==> config.mk <==
export PLATFORM = sky130hd
export DESIGN_NAME = cache_set_lru_writeback_core
export DESIGN_NICKNAME = d
export VERILOG_FILES = /design/src/csl_pkg.sv /design/src/csl_sat_counter.sv /design/src/csl_way_cell.sv /design/src/cache_set_lru_writeback_core.sv
export SDC_FILE = /design/constraint.sdc
export NUM_CORES = 1
export LEC_CHECK = 0
export BUFFER_PORTS_ARGS = -buffer_cell sky130_fd_sc_hd__buf_2
export CAP_MARGIN = 25
export CELL_PAD_IN_SITES_DETAIL_PLACEMENT = 0
export CELL_PAD_IN_SITES_GLOBAL_PLACEMENT = 2
export CORE_ASPECT_RATIO = 1.25
export CORE_MARGIN = 10
export CORE_UTILIZATION = 37
export CTS_CLUSTER_DIAMETER = 80
export DETAILED_ROUTE_END_ITERATION = 10
export PLACE_DENSITY = 0.92
export RECOVER_POWER = 25
export SETUP_SLACK_MARGIN = 0.2
export SYNTH_ARGS = -nofsm -noshare
export SYNTH_HDL_FRONTEND = slang
export SYNTH_SLANG_ARGS = --single-unit
==> constraint.sdc <==
create_clock -name clock -period 5 [get_ports clock]
set_input_delay 1.5 -clock clock [delete_from_list [all_inputs] [get_ports clock]]
set_output_delay 1.5 -clock clock [all_outputs]
set_load 0.005 [all_outputs]
==> src/csl_pkg.sv <==
// Shared types and constants for the cache set LRU write-back controller.
package csl_pkg;

   // Default configuration of the set.
   localparam int WAYS_DEF     = 4;
   localparam int TAG_BITS_DEF = 20;

   // Fixed widths of the request and response ports.
   localparam int TAG_PORT_W = 20;
   localparam int WAY_PORT_W = 2;
   localparam int CNT_W      = 32;

   // Access kinds carried on req_op.
   localparam logic OP_READ  = 1'b0;
   localparam logic OP_WRITE = 1'b1;

   // Lookup chain passed from one way cell to the next.
   typedef struct packed {
      logic match_seen;    // a lower way already holds the tag
      logic invalid_seen;  // a lower way is already free
   } csl_look_type;

   // Broadcast control from the top level to every way cell.
   typedef struct packed {
      logic update;        // an access is being resolved this cycle
      logic hit;           // some valid way holds the tag
      logic full;          // no way is free
      logic write;         // the access is a write
   } csl_ctrl_type;

endpackage

==> src/csl_sat_counter.sv <==
// Saturating event counter for the access statistics.
module csl_sat_counter (
   input  logic                       clock,
   input  logic                       reset,
   input  logic                       count_en,
   output logic [csl_pkg::CNT_W-1:0]  value
);
   import csl_pkg::*;

   logic [CNT_W-1:0] count_ff;
   logic [CNT_W-1:0] count_in;

   // Step by one unless the counter already sits at its maximum.
   always_comb begin
      count_in = count_ff;
      if (count_en && (count_ff != {CNT_W{1'b1}})) begin
         count_in = count_ff + CNT_W'(1);
      end
   end

   always_ff @(posedge clock) begin
      if (reset) begin
         count_ff <= '0;
      end else begin
         count_ff <= count_in;
      end
   end

   assign value = count_ff;

endmodule

==> src/csl_way_cell.sv <==
// One way of the set: tag, valid, dirty and recency rank, with its lookup stage.
module csl_way_cell #(
   parameter int WAYS     = csl_pkg::WAYS_DEF,
   parameter int TAG_BITS = csl_pkg::TAG_BITS_DEF,
   parameter int INDEX    = 0,
   parameter int RANK_W   = (WAYS > 1) ? $clog2(WAYS) : 1
) (
   input  logic                   clock,
   input  logic                   reset,
   input  logic [TAG_BITS-1:0]    req_tag,
   input  csl_pkg::csl_ctrl_type  ctrl,
   input  logic [RANK_W-1:0]      sel_rank,
   input  csl_pkg::csl_look_type  look_in,
   output csl_pkg::csl_look_type  look_out,
   output logic                   sel,
   output logic [RANK_W-1:0]      rank,
   output logic [TAG_BITS-1:0]    tag,
   output logic                   dirty
);
   import csl_pkg::*;

   localparam logic [RANK_W-1:0] RANK_MRU   = RANK_W'(WAYS - 1);
   localparam logic [RANK_W-1:0] RANK_RESET = RANK_W'(INDEX);

   logic [TAG_BITS-1:0] tag_ff;
   logic [TAG_BITS-1:0] tag_in;
   logic                valid_ff;
   logic                valid_in;
   logic                dirty_ff;
   logic                dirty_in;
   logic [RANK_W-1:0]   rank_ff;
   logic [RANK_W-1:0]   rank_in;
   logic                match;

   // Tag compare and hand-on of the lookup chain to the next way.
   assign match                 = valid_ff && (tag_ff == req_tag);
   assign look_out.match_seen   = look_in.match_seen || match;
   assign look_out.invalid_seen = look_in.invalid_seen || !valid_ff;

   // This way serves the access: first matching way on a hit, otherwise the
   // first free way, otherwise the least recent way.
   always_comb begin
      if (ctrl.hit) begin
         sel = match && !look_in.match_seen;
      end else if (ctrl.full) begin
         sel = (rank_ff == '0);
      end else begin
         sel = !valid_ff && !look_in.invalid_seen;
      end
   end

   // Next state of the way when the access is resolved.
   always_comb begin
      tag_in   = tag_ff;
      valid_in = valid_ff;
      dirty_in = dirty_ff;
      rank_in  = rank_ff;
      if (ctrl.update) begin
         if (sel) begin
            rank_in  = RANK_MRU;
            valid_in = 1'b1;
            if (!ctrl.hit) begin
               tag_in   = req_tag;
               dirty_in = (ctrl.write == OP_WRITE);
            end else begin
               dirty_in = dirty_ff || (ctrl.write == OP_WRITE);
            end
         end else if (rank_ff > sel_rank) begin
            rank_in = rank_ff - RANK_W'(1);
         end
      end
   end

   // Tag storage carries no reset; it is only read behind the valid bit.
   always_ff @(posedge clock) begin
      tag_ff <= tag_in;
   end

   always_ff @(posedge clock) begin
      if (reset) begin
         valid_ff <= 1'b0;
         dirty_ff <= 1'b0;
         rank_ff  <= RANK_RESET;
      end else begin
         valid_ff <= valid_in;
         dirty_ff <= dirty_in;
         rank_ff  <= rank_in;
      end
   end

   assign rank  = rank_ff;
   assign tag   = tag_ff;
   assign dirty = dirty_ff;

endmodule

==> src/cache_set_lru_writeback_core.sv <==
// Top level of the cache set controller with LRU replacement and write-back.
//
// Usage:
//   Requests enter on the req_ channel: an access (req_op, req_tag) is taken
//   at a rising edge where start is high and busy is low. busy then stays high
//   for one cycle while the row of way cells compares the tag, picks the way
//   (hit way, first free way, or least recent way) and updates tags, dirty
//   bits and recency ranks.
//   The result appears on the rsp_ ports for exactly one cycle, marked by
//   rsp_strobe, after the request beat has passed through the request register
//   and busy flag and then the response registers. The receiver cannot hold it
//   off; the result is taken at the edge that ends that cycle. A new access is
//   refused while busy is high, since the state update from one pass through
//   the way-cell chain must land before the next lookup.
//   The rsp_*_count ports show saturating running totals, including the
//   access being reported.
//   Reset (synchronous, active high) empties every way, clears all counters,
//   sets the recency order to way index order and drops any pending beat.
module cache_set_lru_writeback_core #(
   parameter int WAYS     = csl_pkg::WAYS_DEF,
   parameter int TAG_BITS = csl_pkg::TAG_BITS_DEF
) (
   input  logic                            clock,
   input  logic                            reset,
   input  logic                            start,
   output logic                            busy,
   input  logic                            req_op,
   input  logic [csl_pkg::TAG_PORT_W-1:0]  req_tag,
   output logic                            rsp_strobe,
   output logic                            rsp_hit,
   output logic [csl_pkg::WAY_PORT_W-1:0]  rsp_way,
   output logic                            rsp_fill,
   output logic                            rsp_writeback,
   output logic [csl_pkg::TAG_PORT_W-1:0]  rsp_victim_tag,
   output logic [csl_pkg::CNT_W-1:0]       rsp_access_count,
   output logic [csl_pkg::CNT_W-1:0]       rsp_hit_count,
   output logic [csl_pkg::CNT_W-1:0]       rsp_miss_count,
   output logic [csl_pkg::CNT_W-1:0]       rsp_writeback_count
);
   import csl_pkg::*;

   localparam int RANK_W = (WAYS > 1) ? $clog2(WAYS) : 1;
   localparam int WAY_W  = (WAYS > 1) ? $clog2(WAYS) : 1;

   // Request register and access-in-progress flag.
   logic                busy_ff;
   logic                busy_in;
   logic                op_ff;
   logic                op_in;
   logic [TAG_BITS-1:0] tag_ff;
   logic [TAG_BITS-1:0] tag_in;

   // Response registers.
   logic                  strobe_ff;
   logic                  hit_ff;
   logic                  hit_in;
   logic [WAY_PORT_W-1:0] way_ff;
   logic [WAY_PORT_W-1:0] way_in;
   logic                  wb_ff;
   logic                  wb_in;
   logic [TAG_PORT_W-1:0] vtag_ff;
   logic [TAG_PORT_W-1:0] vtag_in;

   // Way cell chain.
   csl_look_type        look [WAYS+1];
   csl_ctrl_type        ctrl;
   logic [WAYS-1:0]     sel_vec;
   logic [WAYS-1:0]     mru_vec;
   logic [RANK_W-1:0]   rank_w  [WAYS];
   logic [TAG_BITS-1:0] tag_w   [WAYS];
   logic [WAYS-1:0]     dirty_vec;
   logic [RANK_W-1:0]   sel_rank;
   logic [WAY_W-1:0]    sel_way;
   logic [TAG_BITS-1:0] sel_tag;
   logic                sel_dirty;
   logic                access_wb;

   assign busy = busy_ff;

   // Capture the request beat; the lookup runs in the following cycle.
   always_comb begin
      busy_in = busy_ff;
      op_in   = op_ff;
      tag_in  = tag_ff;
      if (busy_ff) begin
         busy_in = 1'b0;
      end else if (start) begin
         busy_in = 1'b1;
         op_in   = req_op;
         tag_in  = TAG_BITS'(req_tag);
      end
   end

   always_ff @(posedge clock) begin
      op_ff  <= op_in;
      tag_ff <= tag_in;
   end

   always_ff @(posedge clock) begin
      if (reset) begin
         busy_ff <= 1'b0;
      end else begin
         busy_ff <= busy_in;
      end
   end

   // Broadcast of the chain outcome back to the cells.
   assign look[0].match_seen   = 1'b0;
   assign look[0].invalid_seen = 1'b0;
   assign ctrl.update = busy_ff;
   assign ctrl.hit    = look[WAYS].match_seen;
   assign ctrl.full   = !look[WAYS].invalid_seen;
   assign ctrl.write  = op_ff;

   // The row of way cells.
   for (genvar i = 0; i < WAYS; i++) begin : g_way
      csl_way_cell #(
         .WAYS     (WAYS),
         .TAG_BITS (TAG_BITS),
         .INDEX    (i),
         .RANK_W   (RANK_W)
      ) u_cell (
         .clock    (clock),
         .reset    (reset),
         .req_tag  (tag_ff),
         .ctrl     (ctrl),
         .sel_rank (sel_rank),
         .look_in  (look[i]),
         .look_out (look[i+1]),
         .sel      (sel_vec[i]),
         .rank     (rank_w[i]),
         .tag      (tag_w[i]),
         .dirty    (dirty_vec[i])
      );
      assign mru_vec[i] = (rank_w[i] == RANK_W'(WAYS - 1));
   end

   // Gather rank, index, tag and dirty bit of the single selected way.
   always_comb begin
      sel_rank  = '0;
      sel_way   = '0;
      sel_tag   = '0;
      sel_dirty = 1'b0;
      for (int i = 0; i < WAYS; i++) begin
         if (sel_vec[i]) begin
            sel_rank  = sel_rank | rank_w[i];
            sel_way   = sel_way | WAY_W'(i);
            sel_tag   = sel_tag | tag_w[i];
            sel_dirty = sel_dirty | dirty_vec[i];
         end
      end
   end

   // A dirty victim is written back only when a miss finds the set full.
   assign access_wb = !ctrl.hit && ctrl.full && sel_dirty;

   always_comb begin
      hit_in  = hit_ff;
      way_in  = way_ff;
      wb_in   = wb_ff;
      vtag_in = vtag_ff;
      if (busy_ff) begin
         hit_in  = ctrl.hit;
         way_in  = WAY_PORT_W'(sel_way);
         wb_in   = access_wb;
         vtag_in = access_wb ? TAG_PORT_W'(sel_tag) : '0;
      end
   end

   always_ff @(posedge clock) begin
      hit_ff  <= hit_in;
      way_ff  <= way_in;
      wb_ff   <= wb_in;
      vtag_ff <= vtag_in;
   end

   always_ff @(posedge clock) begin
      if (reset) begin
         strobe_ff <= 1'b0;
      end else begin
         strobe_ff <= busy_ff;
      end
   end

   // Running statistics, updated as the access is resolved.
   csl_sat_counter u_access_cnt (
      .clock    (clock),
      .reset    (reset),
      .count_en (busy_ff),
      .value    (rsp_access_count)
   );

   csl_sat_counter u_hit_cnt (
      .clock    (clock),
      .reset    (reset),
      .count_en (busy_ff && ctrl.hit),
      .value    (rsp_hit_count)
   );

   csl_sat_counter u_miss_cnt (
      .clock    (clock),
      .reset    (reset),
      .count_en (busy_ff && !ctrl.hit),
      .value    (rsp_miss_count)
   );

   csl_sat_counter u_wb_cnt (
      .clock    (clock),
      .reset    (reset),
      .count_en (busy_ff && access_wb),
      .value    (rsp_writeback_count)
   );

   assign rsp_strobe     = strobe_ff;
   assign rsp_hit        = hit_ff;
   assign rsp_way        = way_ff;
   assign rsp_fill       = !hit_ff;
   assign rsp_writeback  = wb_ff;
   assign rsp_victim_tag = vtag_ff;

`ifndef SYNTHESIS
   // Exactly one way serves every access being resolved.
   a_one_way_selected: assert property (@(posedge clock) disable iff (reset)
      busy_ff |-> $onehot(sel_vec))
      else $error("access resolved without exactly one selected way");

   // Exactly one way holds the most recent rank at all times.
   a_single_mru: assert property (@(posedge clock) disable iff (reset)
      $onehot(mru_vec))
      else $error("recency ranks no longer form a permutation");

   // Every accepted beat gives one response beat, after the busy flag and then the strobe register.
   a_response_follows: assert property (@(posedge clock) disable iff (reset)
      (start && !busy) |=> ##1 rsp_strobe)
      else $error("response beat missing after request beat");

   // Response beats never come back to back.
   a_strobe_single: assert property (@(posedge clock) disable iff (reset)
      rsp_strobe |=> !rsp_strobe)
      else $error("response strobe held for more than one cycle");

   // A writeback is only ever reported for a miss.
   a_wb_on_miss: assert property (@(posedge clock) disable iff (reset)
      (rsp_strobe && rsp_writeback) |-> rsp_fill)
      else $error("writeback reported on a hit");
`endif

endmodule

==> impl_metrics.json <==
{
  "final.setup.tns_ns": 0,
  "leakagePower_nw": 5.23,
  "drive_gt1_frac": 0.180,
  "syn_inst": 1172,
  "clock_path_buffers": 3,
  "start_kind": "register",
  "fp.dieW_um": 183,
  "synth_cell_types": 67,
  "ctsHoldBuffers": 0,
  "post_cts_buffers": 0,
  "cts_max_level": 1,
  "ir_drop_uv": 338,
  "grt-ovfl-total": 0,
  "cap_viol_max_count": 2,
  "grt_pass1_vias": 9191,
  "dpl.hpwl_um": 23800,
  "fillerInstances": 3148,
  "die_area_um2": 40900,
  "portBuffers": 178,
  "track_usage": 0.161,
  "syn-num-nets": 1208,
  "violations": "capacitance limit, slew limit",
  "drt-total-wl_um": 34200,
  "dr.pass1.iters": 7,
  "ys_async_sr_fraction": 0,
  "start_util": 0.375,
  "critPathCaptureType": "register",
  "synth_area_per_cell_um2": 10.5,
  "nets": 1376,
  "r2r_end": "g_way[0].u_cell.rank[0]",
  "area.sequential_um2": 6680,
  "clk_latency_ns": 0.58,
  "die_height_um": 224,
  "yosysWarningCount": 0,
  "ys_top_cells_by_count": "dfxtp_1, nor2_1, edfxtp_1",
  "top_level_ports": 179,
  "antenna_left": 0,
  "synth_most_common_cell": "dfxtp_1",
  "fmax_ghz": 0.245,
  "required_ns": 5.42,
  "grt_max_degree": 109,
  "core_um2": 32700,
  "cts-root-buf": "clkbuf_16",
  "maxSlewHeadroom": -0.692,
  "grt_pass1_wl_um": 53300,
  "placed_cells": 1727,
  "drv_slew": 71,
  "vias_per_cell": 5.29,
  "antenna_found_initial": 2,
  "min_period_over_period": 0.817,
  "multi_input_area_um2": 5220,
  "regToRegSetupSlack_ns": 0.92,
  "cts-buffers-inserted": 29,
  "postCtsResizedCells": 0,
  "synth-seq-cells": 271,
  "seq_area_frac_synth": 0.545,
  "syn_to_final_growth_pct": 17.7,
  "initialDrtViolationCount": 784,
  "crit_arrival_ns": 4.51,
  "reg2regPathDepth": 12,
  "layoutNonFillerInstCount": 1782,
  "clk_pin_slew_ns": 0.06,
  "timing.rr.start": "tag_ff[18]",
  "status": "finished with violations",
  "finalWorstPathRequiredPeriod_ns": 4.08,
  "cp-endpoint": "g_way[0].u_cell.rank[0]",
  "cts_tree": "yes",
  "synth_edf_count": 125,
  "crit_path_start": "tag_ff[18]",
  "synth_ff_type": "dfxtp_1",
  "yosysTopAreaCellShare": 0.306,
  "synth_top_area_cell": "edfxtp_1",
  "final_hold_viol_count": 0,
  "rows": 74,
  "cp_max_fo": 13,
  "critPathKind": "register to register",
  "setup_viol": 0,
  "syn-cell-area_um2": 12300,
  "via_count": 9432,
  "hold_path.class": "register to register",
  "clkSinkCount": 271,
  "rsz0062_at_grt": "false",
  "place.gp.congestion": 0.912,
  "finClkSkew_ns": 0.0435,
  "tightest_slew_ns": 2.54,
  "p_per_area_nw_per_um2": 329,
  "wire_per_inst_um": 19.2,
  "drc": 0,
  "synth.area.top_cells": "edfxtp_1, dfxtp_1, xnor2_1"
}
==> where the power goes <==
group | leakage, nW | internal, mW | switching (mW)
logic | 2.47 | 0.0918 | 0.162
registers | 2.34 | 2.36 | 0.0488
clock network | 0.429 | 1.18 | 0.894
==> layer usage <==
metal	GRT usage	wire, um	up-vias
met5	0	12	-
met4	0.0498	774	2
met3	0.0567	3110	51
met2	0.266	16500	315
met1	0.192	13900	4517
li1	-	-	4547
==> how the worst min path moves through the flow <==
stage | end | start | cells past startpoint | slack, ns
6_report | g_way[2].u_cell.dirty | g_way[2].u_cell.dirty | 2 | 0.49
5_1_grt | g_way[2].u_cell.dirty | g_way[2].u_cell.dirty | 2 | 0.52
4_1_cts | g_way[2].u_cell.dirty | g_way[2].u_cell.dirty | 2 | 0.48
3_5_place_dp | g_way[2].u_cell.dirty | g_way[2].u_cell.dirty | 2 | 0.48
3_3_place_gp | g_way[2].u_cell.dirty | g_way[2].u_cell.dirty | 2 | 0.47
2_1_floorplan | g_way[2].u_cell.dirty | g_way[2].u_cell.dirty | 2 | 0.45
==> kinds of logic (layout without fill, tap and decap cells) <==
logic type,Yosys count,in the layout,synth area share
other,0,1,0
XOR/XNOR,176,176,0.126
multiplexers,9,9,0.00776
AND/OR/NAND/NOR,477,477,0.197
buffers and inverters,84,275,0.0301
flip-flops,271,271,0.545
adder cells (fa/ha/maj),13,13,0.0131
AO/OA/AOI/OAI,142,142,0.0814
==> stage by stage <==
stage	hold slack [ns]	setup slack [ns]	power [mW]	utilization	area, um2
2_1_floorplan	0.450	0.978	2.61	-	12300
3_3_place_gp	0.467	1.11	2.71	0.414	13500
3_5_place_dp	0.476	1.05	2.71	0.414	13500
4_1_cts	0.484	1.01	4.79	0.442	14400
5_1_grt	0.521	0.567	4.90	0.441	14400
6_report	0.486	0.917	4.74	0.441	14400
==> worst max-delay path: stages, from the launching register on <==
cell and delay [ns]:
edfxtp_1 0.53, xnor2_1 0.38, nand4_1 0.22, nor4_4 0.41
nand2_1 0.20, o211a_1 0.37, a222oi_1 0.27, o21ai_0 0.29
ha_1 0.35, nor2_1 0.23, or3_1 0.16, a21oi_1 0.06
a2111oi_0 0.44
==> state kept, by name, summed over array words and instances, names as in the netlist, 2 cells and up <==
| register | cells |
|---|---|
| g_way.u_cell.tag | 80 |
| u_access_cnt.value | 32 |
| u_hit_cnt.value | 32 |
| u_miss_cnt.value | 32 |
| u_wb_cnt.value | 32 |
| rsp_victim_tag | 20 |
| tag_ff | 20 |
| g_way.u_cell.rank | 8 |
| g_way.u_cell.dirty | 4 |
| g_way.u_cell.valid_ff | 4 |
| rsp_way | 2 |
==> layout make-up <==
class / instances / area share
Sequential cell: 271 / 0.463
Inverter: 28 / 0.00729
Tap cell: 418 / 0.0363
Antenna cell: 1 / 0.000173
Timing Repair Buffer: 193 / 0.0695
Clock inverter: 13 / 0.00885
Multi-Input combinational cell: 817 / 0.361
Clock buffer: 41 / 0.0537
==> placed cells by master, fill, tap and decap left out, types with 12 or more instances in the layout <==
| cell | instances |
|---|---|
| xor2_1 | 64 |
| nand3_1 | 50 |
| nor2_1 | 142 |
| edfxtp_1 | 125 |
| buf_2 | 170 |
| clkbuf_16 | 29 |
| nand2_1 | 93 |
| nor4_1 | 13 |
| a21oi_1 | 57 |
| buf_4 | 13 |
| and3_1 | 20 |
| inv_1 | 26 |
| xnor2_1 | 112 |
| o21ai_0 | 26 |
| nor3_1 | 23 |
| a222oi_1 | 21 |
| and4_1 | 15 |
| ha_1 | 12 |
| clkbuf_1 | 20 |
| nand4_1 | 49 |
| dfxtp_1 | 146 |
| or3_1 | 21 |
Note: power is estimated with default switching activity, not from simulation.
